### src/rtl/rr_delay.sv
// Enable-gated delay line for side data that rides along the pipeline.
// No dependencies.
module rr_delay #(
    parameter int unsigned W     = 8,
    parameter int unsigned DEPTH = 2
) (
    input  logic         i_clk,
    input  logic         i_en,
    input  logic [W-1:0] i_d,
    output logic [W-1:0] o_q
);
    logic [W-1:0] r_sr [DEPTH];

    always_ff @(posedge i_clk) begin
        if (i_en) begin
            r_sr[0] <= i_d;
            for (int i = 1; i < DEPTH; i++) begin
                r_sr[i] <= r_sr[i-1];
            end
        end
    end

    assign o_q = r_sr[DEPTH-1];
endmodule

### config.mk
export PLATFORM = sky130hd
export DESIGN_NAME = rr_delay
export DESIGN_NICKNAME = d
export VERILOG_FILES = /design/src/rtl/rr_delay.sv
export SDC_FILE = /design/constraint.sdc
export NUM_CORES = 1
export LEC_CHECK = 0
export BUFFER_PORTS_ARGS = -buffer_cell sky130_fd_sc_hd__buf_2
export CORE_MARGIN = 5
export CORE_UTILIZATION = 25
export DETAILED_ROUTE_END_ITERATION = 10
export HOLD_SLACK_MARGIN = 0.1
export PLACE_DENSITY = 0.44
export SLEW_MARGIN = 40
export SYNTH_ARGS = -nofsm -noshare
export SYNTH_HDL_FRONTEND = slang
export SYNTH_SLANG_ARGS = --single-unit
export TNS_END_PERCENT = 10
### constraint.sdc
create_clock -name i_clk -period 1.4 [get_ports i_clk]
set_input_delay 0.07 -clock i_clk [delete_from_list [all_inputs] [get_ports i_clk]]
set_output_delay 0.07 -clock i_clk [all_outputs]
set_load 0.02 [all_outputs]
# After elaboration in Yosys (flattened, before gate mapping)
# Memory sizes are Yosys's and may differ from the RTL's.
# Index checks and enable logic that the tools add are counted.
# word_totals
elab_cells	3
output_inout_bits	8
mem_bits_rw	16
in_bits	10
reg_bits	0
memories	1
# op_classes
mux	2
# mem_list
memory	depth	word_bits	rd	rd_ports_with_merged_regs	wr	line	source
r_sr	2	8	2	0	2	12	logic [W-1:0] r_sr [DEPTH];
# ops
op	n
1-bit two-way mux	2

# Depth between registers and ports, before layout
# depth
word_depth	2
ltp_mapped	1
mapped_depth_nobuf	0

# Least setup slack after synthesis
# Ideal clock, no wire load.
# synth_path
path_type	register -> register
from	memory r_sr[0][2]
to	memory r_sr[1][2] (netlist: r_sr[0][10]) (data pin)
setup_slack_ns	0.811
setup_ns	0.266
t_arrival_ns	0.323
required_ns	1.134
n_path_buf	0
path_stages_with_launch	1
period_less_slack_ns	0.589
cell_sequence	edfxtp_1
# synth_rtl
item	line
from (decl)	12

==> impl_metrics.env <==
export IMPL_outcome="finished, final reports clean"
export IMPL_htreeDepth=1
export IMPL_switching_share_pct=20.3
export IMPL_timing_critical_path_from_type="flop"
export IMPL_worst_path_dominant_cell_family="flip-flops"
export IMPL_clkSlewWorstSetupHoldPaths_ns=0.09
export IMPL_rsz_0062_raised_after_global_routing="no"
export IMPL_grt_antenna_before_repair=0
export IMPL_track_usage_pct=5.83
export IMPL_synthesis_area_per_instance_um2=22.5
export IMPL_post_place_ws_ns=0.679
export IMPL_synthCells=24
export IMPL_finalHoldWorstSlack_ns=0.211
export IMPL_timing_critical_path_slowest_cell_delay_ns=0.37
export IMPL_top_register="r_sr"
export IMPL_synth_cell_type_count=2
export IMPL_fillerInstances=196
export IMPL_finalNetCount=56
export IMPL_number_of_drc_markers_in_iteration_0=0
export IMPL_io_pins=18
export IMPL_port_buffers=17
export IMPL_synth_top_cells_by_area="sky130_fd_sc_hd__edfxtp_1, sky130_fd_sc_hd__buf_4"
export IMPL_critPathSlowestCell="sky130_fd_sc_hd__edfxtp_1"
export IMPL_power_total_uw=883
export IMPL_globalRouteMet2Util_pct=7.76
export IMPL_part_of_the_power_in_the_clock_network_pct=26.7
export IMPL_min_period_ns=0.883
export IMPL_holdCritPathClass="input port to flop"
export IMPL_synth_largest_area_cell="sky130_fd_sc_hd__edfxtp_1"
export IMPL_drt_pass1_iterations=1
export IMPL_clk_root_buffer_cell="sky130_fd_sc_hd__clkbuf_4"
export IMPL_final_hold_violation_count=0
export IMPL_maxCapViolCount=0
export IMPL_postPlaceCellArea_um2=599
export IMPL_worst_path_max_fanout=1
export IMPL_criticalPathCategory="flop to output port"
export IMPL_vdd_drop_max_uv=410
export IMPL_clock_skew_final_ns=0.00197
export IMPL_globalRouteOverflowTotal=0
export IMPL_reg_largest_list="r_sr x16"
export IMPL_die_area_um2=3190
export IMPL_cts_sink_count=16
export IMPL_footprint_of_the_multi_input_gates_um2=0
export IMPL_cts_resized_gates=0
export IMPL_antenna_diode_count=0
export IMPL_crit_arrival_ns=0.81
export IMPL_route_detailed_wl_per_inst_um=10.7
export IMPL_grt_pass1_vias=262
export IMPL_drc_errors=0
export IMPL_critical_path_cell_by_cell="buf_2"
export IMPL_floorplan_die_height_um=56.5
export IMPL_p_seq_share_pct=65.2
export IMPL_power_frac_comb_pct=8.2
export IMPL_type_of_destination_of_the_critical_path="output port"
export IMPL_clock_tree_buffer_depth=2
export IMPL_route_vias_total=259
export IMPL_fin_ws_ns=0.517
export IMPL_routed_wl_um=772
export IMPL_met3_usage_pct=2.52
export IMPL_synth_largest_type_area_fraction_pct=88.9
export IMPL_synth_seq_area_share_pct=88.9
export IMPL_grt_pass1_wl_um=1260
export IMPL_synthesis_nets=34
export IMPL_width_of_the_die_um=56.5
export IMPL_floorplan_initialDensity_pct=27.0
export IMPL_final_layout_size_suffix_gt1_share_pct=44.4
export IMPL_place_congestion=0.582
export IMPL_worstSkewPairLatency_ns=0.28
export IMPL_yosys_register_bits=16
export IMPL_timing_fmax_ghz=1.13
export IMPL_relSlewSlack_pct=77.2
export IMPL_nMultiInputCombCells=0
export IMPL_ant_nets=0
export IMPL_numCtsBuffers=3
export IMPL_core_rowCount=16
export IMPL_ratio_of_total_power_to_cell_area_nw_per_um2=1250
export IMPL_tritoncts="done"
export IMPL_critical_path_buf_inv_count=1
export IMPL_setup_tns_final_ns=0
export IMPL_avgViaCountPerCell=3.60
export IMPL_worst_endpoint_required_ns=1.33
export IMPL_grt_busiest_layer="met4"
export IMPL_finish_instance_area_um2=706
export IMPL_synth_cell_area_um2=541
export IMPL_layout_worst_path_cycle_share_pct=63.1
export IMPL_p_int_uw=704
export IMPL_grt_start_max_net_pins=17
export IMPL_worstMarginPinSlew_ns=0.342
export IMPL_synth_yosys_warnings=0
export IMPL_power_leakage_uw=0.000272
export IMPL_final_setup_viol_count=0
export IMPL_groute_layer_met1_usage_pct=5.71
export IMPL_net_switching_power_uw=180
export IMPL_largest_reg_flops=16
export IMPL_finalMaxSlewViolations=0
export IMPL_area_delta_synth_final_pct=30.6
export IMPL_core_um2=2000
[through the flow]
stage,utilization [%],std cells
finish,35.3,72
global route,35.3,72
CTS,35.3,72
detailed placement,29.9,60
global placement,29.9,60
floorplan,-,24
[per-layer routing]
metal	vias to the layer above	wire [um]
met5	-	0
met4	0	50
met3	5	77
met2	16	345
met1	117	299
li1	121	-
[layout by cell type (no fill, tap or decap)]
cell type                       Yosys  layout
sky130_fd_sc_hd__buf_2              0      17
sky130_fd_sc_hd__clkbuf_4           0       3
sky130_fd_sc_hd__clkinv_1           0       1
sky130_fd_sc_hd__dlygate4sd3_1      0       8
sky130_fd_sc_hd__edfxtp_1          16      16
[Yosys cell counts]
cell / count
sky130_fd_sc_hd__edfxtp_1: 16
sky130_fd_sc_hd__buf_4: 8
[what timing repair did]
action / CTS / global route
setup buffers: 0 / 0
hold endpoints to repair: 8 / 0
hold buffers: 8 / 0
[final timing paths]
path	startpoint	endpoint	slack, ns	cells past startpoint
min	i_en	r_sr[0][1]	0.21	1
max reg2reg	r_sr[0][6]	r_sr[0][14]	0.76	0
max	r_sr[0][9]	o_q[1]	0.52	1
min reg2reg	r_sr[0][1]	r_sr[0][9]	0.43	0
[cell families after synthesis]
family / after synthesis / share of synthesized area [%]
buffers and inverters: 8 / 11.1
DFF: 16 / 88.9
[final cells by class]
class / count / area, um2 / share of cell area [%]
clock buffer: 3 / 22.5 / 3.19
clock inverter: 1 / 3.75 / 0.532
sequential: 16 / 480 / 68.1
tap: 27 / 33.8 / 4.79
timing repair buffer: 25 / 165 / 23.4
[power by group through the flow]
stage	combinational [uW]	clock, uW	sequential [uW]
floorplan	41.3	0	584
global placement	54.4	0	584
detailed placement	55.7	0	587
CTS	73.1	249	576
global route	77.1	273	580
finish	72.0	236	576
(Power assumes the default switching activity.)
